### src/hdl/convex_polygon_support_point_top_assert.svh
// Assertion macros for the convex polygon support point block.
`ifndef CONVEX_POLYGON_SUPPORT_POINT_TOP_ASSERT_SVH
`define CONVEX_POLYGON_SUPPORT_POINT_TOP_ASSERT_SVH
`ifndef SYNTHESIS
`define CPSP_ASSERT_IMP(lbl, clk, rst, ante, cons, msg) \
  lbl: assert property (@(posedge clk) disable iff (rst) (ante) |-> (cons)) \
    else $error(msg);
`define CPSP_ASSERT_NXT(lbl, clk, rst, ante, cons, msg) \
  lbl: assert property (@(posedge clk) disable iff (rst) (ante) |=> (cons)) \
    else $error(msg);
`else
`define CPSP_ASSERT_IMP(lbl, clk, rst, ante, cons, msg)
`define CPSP_ASSERT_NXT(lbl, clk, rst, ante, cons, msg)
`endif
`endif

### src/hdl/cpsp_pkg.sv
// Shared types, constants and helpers of the support point block.
package cpsp_pkg;

  localparam int MAX_VERTICES_DEF = 16;
  localparam int QUEUE_DEPTH      = 2;
  localparam int LVL_W            = $clog2(QUEUE_DEPTH + 1);
  localparam int CFG_IDX_W        = 3;
  localparam int CFG_DATA_W       = 32;

  typedef enum logic [1:0] {
    OP_LOAD  = 2'd0,
    OP_TICK  = 2'd1,
    OP_QUERY = 2'd2,
    OP_CLEAR = 2'd3
  } op_t;

  typedef enum logic [CFG_IDX_W-1:0] {
    REG_ROT_COS = 3'd0,
    REG_ROT_SIN = 3'd1,
    REG_SCALE_X = 3'd2,
    REG_SCALE_Y = 3'd3,
    REG_VEL_X   = 3'd4,
    REG_VEL_Y   = 3'd5,
    REG_START_X = 3'd6,
    REG_START_Y = 3'd7
  } reg_idx_t;

  typedef struct packed {
    logic [17:0] rot_cos;
    logic [17:0] rot_sin;
    logic [31:0] scale_x;
    logic [31:0] scale_y;
    logic [31:0] vel_x;
    logic [31:0] vel_y;
    logic [31:0] start_x;
    logic [31:0] start_y;
  } cfg_t;

  localparam cfg_t CFG_RST = '{
    rot_cos: 18'd65536,
    rot_sin: 18'd0,
    scale_x: 32'd65536,
    scale_y: 32'd65536,
    vel_x:   32'd0,
    vel_y:   32'd0,
    start_x: 32'd0,
    start_y: 32'd0
  };

  // a/b carry the vertex for loads and the direction for queries
  typedef struct packed {
    op_t         op;
    logic [31:0] a;
    logic [31:0] b;
  } cmd_t;

  typedef struct packed {
    logic valid;
    cmd_t cmd;
  } q_if_t;

  typedef struct packed {
    logic             full;
    logic [LVL_W-1:0] level;
  } front_stat_t;

  typedef struct packed {
    logic in_query;
    logic running;
  } back_stat_t;

  // clamp a wide signed value into Q16.16
  function automatic logic [31:0] sat32(input logic signed [47:0] v);
    logic [31:0] r;
    if (v > 48'sd2147483647) begin
      r = 32'h7FFF_FFFF;
    end else if (v < -48'sd2147483648) begin
      r = 32'h8000_0000;
    end else begin
      r = v[31:0];
    end
    return r;
  endfunction

endpackage

### src/hdl/cpsp_front.sv
// Front end: takes command beats, classifies them and queues them for the back end.
module cpsp_front (
  input  logic                   clk,
  input  logic                   rst,
  input  logic                   start,
  input  logic [1:0]             op,
  input  logic [31:0]            vertex_x,
  input  logic [31:0]            vertex_y,
  input  logic [31:0]            dir_x,
  input  logic [31:0]            dir_y,
  input  logic                   pop,
  output cpsp_pkg::q_if_t        q,
  output cpsp_pkg::front_stat_t  stat
);
  import cpsp_pkg::*;

  localparam int PW = $clog2(QUEUE_DEPTH);

  cmd_t             slots [QUEUE_DEPTH];
  cmd_t             incoming;
  logic [PW-1:0]    wptr;
  logic [PW-1:0]    rptr;
  logic [LVL_W-1:0] level;
  logic             full;
  logic             push;

  always_comb begin
    incoming.op = op_t'(op);
    unique case (incoming.op)
      OP_LOAD: begin
        incoming.a = vertex_x;
        incoming.b = vertex_y;
      end
      OP_QUERY: begin
        incoming.a = dir_x;
        incoming.b = dir_y;
      end
      OP_TICK, OP_CLEAR: begin
        incoming.a = '0;
        incoming.b = '0;
      end
    endcase
  end

  assign full = (level == LVL_W'(QUEUE_DEPTH));
  assign push = start && !full;

  always_ff @(posedge clk) begin
    if (rst) begin
      wptr  <= '0;
      rptr  <= '0;
      level <= '0;
    end else begin
      if (push) begin
        wptr <= wptr + PW'(1);
      end
      if (pop) begin
        rptr <= rptr + PW'(1);
      end
      if (push && !pop) begin
        level <= level + LVL_W'(1);
      end else if (pop && !push) begin
        level <= level - LVL_W'(1);
      end
    end
  end

  always_ff @(posedge clk) begin
    if (push) begin
      slots[wptr] <= incoming;
    end
  end

  assign q.valid    = (level != '0);
  assign q.cmd      = slots[rptr];
  assign stat.full  = full;
  assign stat.level = level;

endmodule

### config.mk
export PLATFORM = sky130hd
export DESIGN_NAME = cpsp_front
export DESIGN_NICKNAME = d
export VERILOG_FILES = /design/src/hdl/convex_polygon_support_point_top_assert.svh /design/src/hdl/cpsp_pkg.sv /design/src/hdl/cpsp_front.sv
export SDC_FILE = /design/constraint.sdc
export NUM_CORES = 1
export LEC_CHECK = 0
export ABC_AREA = 1
export BUFFER_PORTS_ARGS = -buffer_cell sky130_fd_sc_hd__buf_2
export CORE_ASPECT_RATIO = 0.6
export CORE_MARGIN = 2
export CORE_UTILIZATION = 45
export DETAILED_ROUTE_END_ITERATION = 10
export HOLD_SLACK_MARGIN = 0.05
export PLACE_DENSITY_LB_ADDON = 0.25
export SYNTH_ARGS = -nofsm -noshare
export SYNTH_HDL_FRONTEND = slang
export SYNTH_SLANG_ARGS = --single-unit
export TNS_END_PERCENT = 20
### constraint.sdc
create_clock -name clk -period 4.5 [get_ports clk]
set_input_delay 0.9 -clock clk [delete_from_list [all_inputs] [get_ports clk]]
set_output_delay 0.9 -clock clk [all_outputs]
set_load 0.03 [all_outputs]
==> results.cfg, run 1 <==
[status]
status = finished clean

[synth]
synthSimpleGateAreaFrac = 0.0602
synth_ff_type = edfxtp_1
syn_area_mm2 = 0.00642
synth.mux.area_fraction = 0.139
postSynthCellCount = 455
synthArstFlopShare = 0
yosysWarnings = 0
avgSynthCellArea_um2 = 14.1
synth_top_area_frac = 0.617
synth_area_leaders = edfxtp_1 62%, mux2_4 9.4%, o21ai_2 8.2%
yosysTopAreaCell = edfxtp_1
synth_xor_area_frac = 0.00136
synth_edf_count = 132
synth-compound-area-share = 0.0881
yosysSeqAreaShare = 0.633
synth_nets = 590
synth_cell_types = 20
synthAdderAreaFrac = 0.00195
synth_top_family_by_area = multiplexers
synth_seq_cells = 137

[job]
cap_violations = 0

[cts]
clock_latency_ns = 0.40
clkSlewWorstSetupHoldPaths_ns = 0.06
cts_root_buf = clkbuf_16
clock-sinks = 137
hold_buffers = 0
cts_setup_buffers = 0
cts_resized = 0
cts_max_level = 4
cts_made_buffers = 17
cts_buffer_depth = 2
cts_tree = yes

[place]
numPortBuffers = 203
place_inst = 826
dp_hpwl_um = 8690
gp_congestion = 0.811
place_ws_ns = 1.86

[global_routing]
use_met1 = 0.228
met3_usage = 0.0544
track_usage = 0.175
grt_pass1_wl_um = 19800
grt_pass1_vias = 3969
grt_max_degree = 67
overflow = 0
grt_busiest_layer = met2
grt_util_met2 = 0.287
antenna_found_initial = 0

[critical_path]
cp-end-kind = output pin
reg2reg_depth = 9
cp_data_arrival_time_ns = 2.16
criticalPathCategory = flip-flop to output pin
cp_max_fo = 66
cp_data_required_time_ns = 3.60
setup.worst_path.start_class = flip-flop

[timing]
finClkSkew_ns = 0.00684
relSlewSlack = 0.238
hold_viol = 0
max_slew.worst_pin.slew_ns = 1.14
setup_ws_ns = 1.44
setup_viol = 0
drv_slew = 0
finalSetupTns_ns = 0
hold_slack_ns = 0.521
rsz0062_at_grt = no
fin_crit_sh = 0.681
layout_min_cycle_time_ns = 3.06
fmax_mhz = 327

[floorplanning]
initial_core_util = 0.466
fp-row-count = 33
fp.coreArea_mm2 = 0.0138
ios = 204
fp.dieW_um = 158
dieArea_mm2 = 0.0153
die_h_um = 96.5

[detailed_routing]
dr.pass1.iters = 4
drt_iter0_drc = 206
drc = 0
wirelength_um = 13300
vias_per_cell = 4.86
wire_per_inst_um = 15.5
drtAntennaViolNets = 0
vias = 4174

[min_path]
min_path_type = flip-flop to flip-flop
holdPathStages = 2

[layout]
fin_nets = 788
drive_gt1_frac = 0.554
diodes = 0
nFillCells = 1163
areaGrowthSynthToFinish_pct = 27.2
stdcell_count = 858

[pwr]
vdd_drop_max_uv = 264
p_total_uw = 3770
power_density_mw_per_mm2 = 462
power.leakage_uw = 0.00355
[cells in the mapped netlist, types with 2 or more instances]
cell and count:
mux2_4 40, o21ai_2 60, inv_1 73, buf_2 8, clkbuf_1 6, buf_6 12
nand2_1 5, mux2_2 26, o21ai_0 7, nand3_1 65, nor2_1 8, buf_4 2
dfxtp_1 5, edfxtp_1 132
[final cells by class]
class,count,area [um2],area share
clock inverter,14,221,0.0271
multi-input combinational,216,1880,0.231
tap,192,240,0.0294
timing repair buffer,207,1050,0.128
inverter,74,278,0.0340
clock buffer,18,429,0.0526
sequential,137,4070,0.498
[power by group]
part           internal [uW]  leakage, uW  total [uW]  switching [uW]
Sequential              1540      0.00130        1600            60.5
Clock                    988     0.000307        1510             518
Combinational            254      0.00194         664             410
Total                   2780      0.00355        3770             989
[per-layer routing]
metal | wire (um) | up-vias
met5 | 0 | -
met4 | 65 | 0
met3 | 847 | 5
met2 | 6260 | 144
met1 | 6160 | 2009
li1 | - | 2016
[cell families after synthesis]
family	after synthesis
buffers and inverters	102
multiplexers	66
flip-flops	137
XOR/XNOR	1
AND/OR/NAND/NOR	80
adder cells (fa/ha/maj)	1
AO/OA/AOI/OAI	68
[state kept, by name, indices dropped and copies added, names as in the netlist, named ones only]
name   flops
rptr       1
wptr       1
level      2
slots    132
[critical path, stage by stage, from the launching register on]
cell and delay (ns):
dfxtp_4 1.09, mux2_2 0.43, buf_2 0.18
[layout by cell type (no fill, tap or decap), types with 2 or more instances in the layout]
master,Yosys,final
buf_2,8,203
buf_4,2,4
bufinv_16,0,5
clkbuf_16,0,17
clkinv_4,0,3
clkinvlp_4,0,3
dfxtp_1,5,4
edfxtp_1,132,132
inv_1,73,73
inv_6,0,2
mux2_2,26,26
mux2_4,40,40
nand2_1,5,5
nand3_1,65,65
nor2_1,8,6
nor2_4,0,2
o21ai_0,7,7
o21ai_2,60,60
[through the flow]
stage | utilization | area (um2)
after detailed placement | 0.545 | 7520
after CTS | 0.592 | 8170
final | 0.592 | 8170
after global placement | 0.545 | 7520
after floorplan | - | 6420
after global routing | 0.592 | 8170
[worst paths after layout]
check        startpoint       end  slack (ns)
max           flip-flop     q[10]        1.44
min                rptr      rptr        0.52
max reg2reg    level[1]  level[1]        2.37
min reg2reg        rptr      rptr        0.52
Note: power is estimated with default switching activity, not from simulation.
==> inputs of run 2 (changes only) <==
==> constraint.sdc (replaced) <==
create_clock -name clk -period 2.5 [get_ports clk]
set_input_delay 0.5 -clock clk [delete_from_list [all_inputs] [get_ports clk]]
set_output_delay 0.5 -clock clk [all_outputs]
set_load 0.03 [all_outputs]
==> run 2 against run 1 <==
Compared with the run above:
- critical path depth up 1
- first-iteration DRC count rose by 23%
- clock skew up 0.00061 ns
- critical endpoint is now q[6]
- largest power group unchanged
- highest routed layer is now met5
==> results.cfg, run 2 (synthesized netlist as in run 1, its figures left out) <==
[status]
status = finished clean

[global_routing]
grt_pass1_wl_um = 20200
grt_pass1_vias = 4066
track_usage = 0.176
antenna_found_initial = 1
grt_max_degree = 67
overflow = 0

[timing]
finalSetupTns_ns = 0
drv_slew = 0
fmax_mhz = 442
rsz0062_at_grt = no
layout_min_cycle_time_ns = 2.26
fin_crit_sh = 0.905
relSlewSlack = 0.461
setup_viol = 0
hold_viol = 0
finClkSkew_ns = 0.00745
max_slew.worst_pin.slew_ns = 0.800
setup_ws_ns = 0.236

[cts]
cts_max_level = 4
clkSlewWorstSetupHoldPaths_ns = 0.06
clock_latency_ns = 0.40
cts_root_buf = clkbuf_16
cts_setup_buffers = 0
clock-sinks = 137
cts_made_buffers = 17
cts_resized = 0
cts_tree = yes
hold_buffers = 0
cts_buffer_depth = 2

[critical_path]
cp_data_arrival_time_ns = 1.76
criticalPathCategory = flip-flop to output pin
r2r_setup_slack_ns = 0.50
cp-end-kind = output pin
path_cells = buf_4 > mux2_2 > buf_2
max_stage_delay_ns = 0.40
cp_data_required_time_ns = 2.00
critPathSlowestCell = buf_4
cp_max_fo = 29
setup.worst_path.start_class = flip-flop

[detailed_routing]
wirelength_um = 13200
drc = 0
drtAntennaViolNets = 0
drt_iter0_drc = 253
vias = 4183
wire_per_inst_um = 15.3
vias_per_cell = 4.84
dr.pass1.iters = 4

[layout]
design_area_mm2 = 0.00820
largest_register_ffs = 132
final-seq-area_mm2 = 0.00407
multi_input_area_mm2 = 0.00188
diodes = 0
nFillCells = 1130
areaGrowthSynthToFinish_pct = 27.7
largest_register = slots
reg.largest.list = slots (132), level (2)
final_common_cell = buf_2
drive_gt1_frac = 0.557
layout_common_cells = 203 x buf_2, 132 x edfxtp_1, 73 x inv_1
fin_nets = 795

[floorplanning]
dieArea_mm2 = 0.0153
initial_core_util = 0.466
ios = 204
fp.dieW_um = 158
die_h_um = 96.5
fp.coreArea_mm2 = 0.0138
fp-row-count = 33

[place]
placedInstanceArea_mm2 = 0.00763
dp_hpwl_um = 9190
numPortBuffers = 203
gp_congestion = 0.761
place_ws_ns = 0.505

[pwr]
p_total_uw = 6450
power.leakage_uw = 0.00356
power_density_mw_per_mm2 = 787
vdd_drop_max_uv = 502

[min_path]
min_path_type = primary input to flip-flop

[job]
cap_violations = 0
## run 2: path summary, 6_finish.rpt
path / from / end / depth (start not counted)
worst min-delay path: rst / flip-flop / 2
worst max-delay path: flip-flop / q[6] / 3
worst max register to register: level[1] / level[1] / 9
worst min register to register: rptr / rptr / 2
## run 2: final cells by class
cell class / instances / share of cell area
repair buffers: 214 / 0.142
clock inverters: 15 / 0.0171
multi-input cells: 216 / 0.230
flip-flops and latches: 137 / 0.496
well taps: 192 / 0.0293
inverters: 74 / 0.0339
clock buffers: 17 / 0.0519
## run 2: per-stage QoR
step | util | hold slack [ns] | instances
6_report | 0.594 | 0.296 | 865
5_1_grt | 0.594 | 0.289 | 865
3_5_place_dp | 0.553 | 0.529 | 833
2_1_floorplan | - | 0.480 | 455
3_3_place_gp | 0.553 | 0.497 | 833
4_1_cts | 0.594 | 0.283 | 865
## run 2: per-layer routing
layer  up-vias  track usage  wire length, um  part of all wire
met5         -            0               13           0.00098
met4         2       0.0465               77            0.0058
met3         8       0.0486              799             0.060
met2       133        0.301             6420              0.48
met1      2011        0.223             5930              0.45
li1       2029            -                -                 -
## run 2: report_power, final
part           switching (uW)  internal, uW  total, uW
sequential               52.7          2760       2820
clock                     970          1390       2360
combinational             799           481       1280
total                    1820          4630       6450
## run 2: critical path, delay by kind of cell, from the launching register on
| family | cells | cell delay, ns |
|---|---|---|
| mux | 1 | 0.40 |
| flops | 1 | 0.36 |
| buf+inv | 2 | 0.58 |
==> inputs of run 3 (changes only) <==
--- a/config.mk
+++ b/config.mk
@@ -12,6 +12,7 @@
 export CORE_UTILIZATION = 45
 export DETAILED_ROUTE_END_ITERATION = 10
 export HOLD_SLACK_MARGIN = 0.05
+export MAX_ROUTING_LAYER = met4
 export PLACE_DENSITY_LB_ADDON = 0.25
 export SYNTH_ARGS = -nofsm -noshare
 export SYNTH_HDL_FRONTEND = slang
==> run 3 against run 2 <==
Compared with the run above:
- die area stayed put
- register-to-register slack about the same
- combinational power barely moved
- clock power is essentially flat
- largest power group unchanged
- first-iteration DRC count is 2.8% higher
- non-clock buffer count is the same
- setup slack got worse by 0.0013 ns
==> results.cfg, run 3 (synthesized netlist as in run 1, its figures left out) <==
[floorplanning]
die_h_um = 96.5
fp.coreArea_mm2 = 0.0138
fp.dieW_um = 158
ios = 204
initial_core_util = 0.466
fp-row-count = 33
dieArea_mm2 = 0.0153

[global_routing]
grt_pass1_vias = 4067
track_usage = 0.181
antenna_found_initial = 1
overflow = 0
grt_pass1_wl_um = 20200
grt_max_degree = 67

[detailed_routing]
drc = 0
wirelength_um = 13300
vias = 4181
wl_met3_um = 797
drtAntennaViolNets = 0
wl_met2_um = 6390
vias_per_cell = 4.83
drt_iter0_drc = 260
wire_per_inst_um = 15.3
m1WireLength_um = 6010
dr.pass1.iters = 6
maxUsedRoutingLayer = met4

[cts]
clock-sinks = 137
clkSlewWorstSetupHoldPaths_ns = 0.06
cts_resized = 0
cts_buffer_depth = 2
cts_setup_buffers = 0
cts_max_level = 4
clock_latency_ns = 0.40
cts_root_buf = clkbuf_16
cts_tree = yes
hold_buffers = 0
cts_made_buffers = 17

[layout]
largest_register = slots
drive_gt1_frac = 0.557
layout_common_cells = 203 x buf_2, 132 x edfxtp_1, 73 x inv_1
areaGrowthSynthToFinish_pct = 27.7
final_common_cell = buf_2
fin_nets = 795
nFillCells = 1130
final-seq-area_mm2 = 0.00407
reg.largest.list = slots (132), level (2)
largest_register_ffs = 132
multi_input_area_mm2 = 0.00188

[timing]
hold_viol = 0
rsz0062_at_grt = no
fmax_mhz = 442
layout_min_cycle_time_ns = 2.26
drv_slew = 0
hold_slack_ns = 0.295
finalSetupTns_ns = 0
setup_viol = 0
fin_crit_sh = 0.906
relSlewSlack = 0.468
finClkSkew_ns = 0.00785
max_slew.worst_pin.slew_ns = 0.790

[pwr]
vdd_drop_max_uv = 503
power.leakage_uw = 0.00356
p_total_uw = 6460
power_density_mw_per_mm2 = 787

[critical_path]
cp-end-kind = output pin
critPathSlowestCell = buf_4
setup.worst_path.start_class = flip-flop
cp_data_arrival_time_ns = 1.76
worst-path-buf-inv = 2
max_stage_delay_ns = 0.40
path_cells = buf_4 > mux2_2 > buf_2
criticalPathCategory = flip-flop to output pin
cp_max_fo = 29
cp_data_required_time_ns = 2.00
path_delay_family = buffers and inverters

[status]
status = finished clean

[place]
dp_hpwl_um = 9190
gp_congestion = 0.771
numPortBuffers = 203

[min_path]
min_path_type = primary input to flip-flop

[job]
cap_violations = 0
run 3: changes by cell type in the layout (fill, tap and decap cells not counted), sizes merged:
cell	previous run	this run
diode	0	1
run 3: report_power, final:
group / leakage [uW] / total [uW] / switching [uW] / internal (uW)
registers: 0.00130 / 2820 / 52.6 / 2760
logic: 0.00200 / 1280 / 800 / 481
clock network: 0.000264 / 2360 / 972 / 1390
total: 0.00356 / 6460 / 1830 / 4630
run 3: worst paths after layout:
check,cells after the start,endpoint,slack (ns),from
worst min register to register,2,rptr,0.55,rptr
worst min-delay path,2,flip-flop,0.30,rst
worst max-delay path,3,q[6],0.24,flip-flop
worst max register to register,9,level[1],0.51,level[1]
run 3: final cells by class:
class | count | area share
well taps | 192 | 0.0293
repair buffers | 214 | 0.142
clock inverters | 15 | 0.0171
inverters | 74 | 0.0339
flip-flops and latches | 137 | 0.496
diodes | 1 | 0.000305
clock buffers | 17 | 0.0519
multi-input cells | 216 | 0.230
run 3: routing by layer:
layer,up-vias,global-route usage
li1,2028,-
met1,2019,0.225
met2,125,0.301
met3,9,0.0473
met4,0,0.0465
met5,-,-
run 3: per-stage QoR:
| step | instances | utilization | instance area [um2] | setup WS, ns |
|---|---|---|---|---|
| floorplan | 455 | - | 6430 | -0.480 |
| global placement | 833 | 0.553 | 7630 | 0.656 |
| detailed placement | 833 | 0.553 | 7630 | 0.505 |
| CTS | 865 | 0.594 | 8200 | 0.209 |
| global route | 866 | 0.595 | 8200 | 0.161 |
| finish | 866 | 0.595 | 8200 | 0.235 |
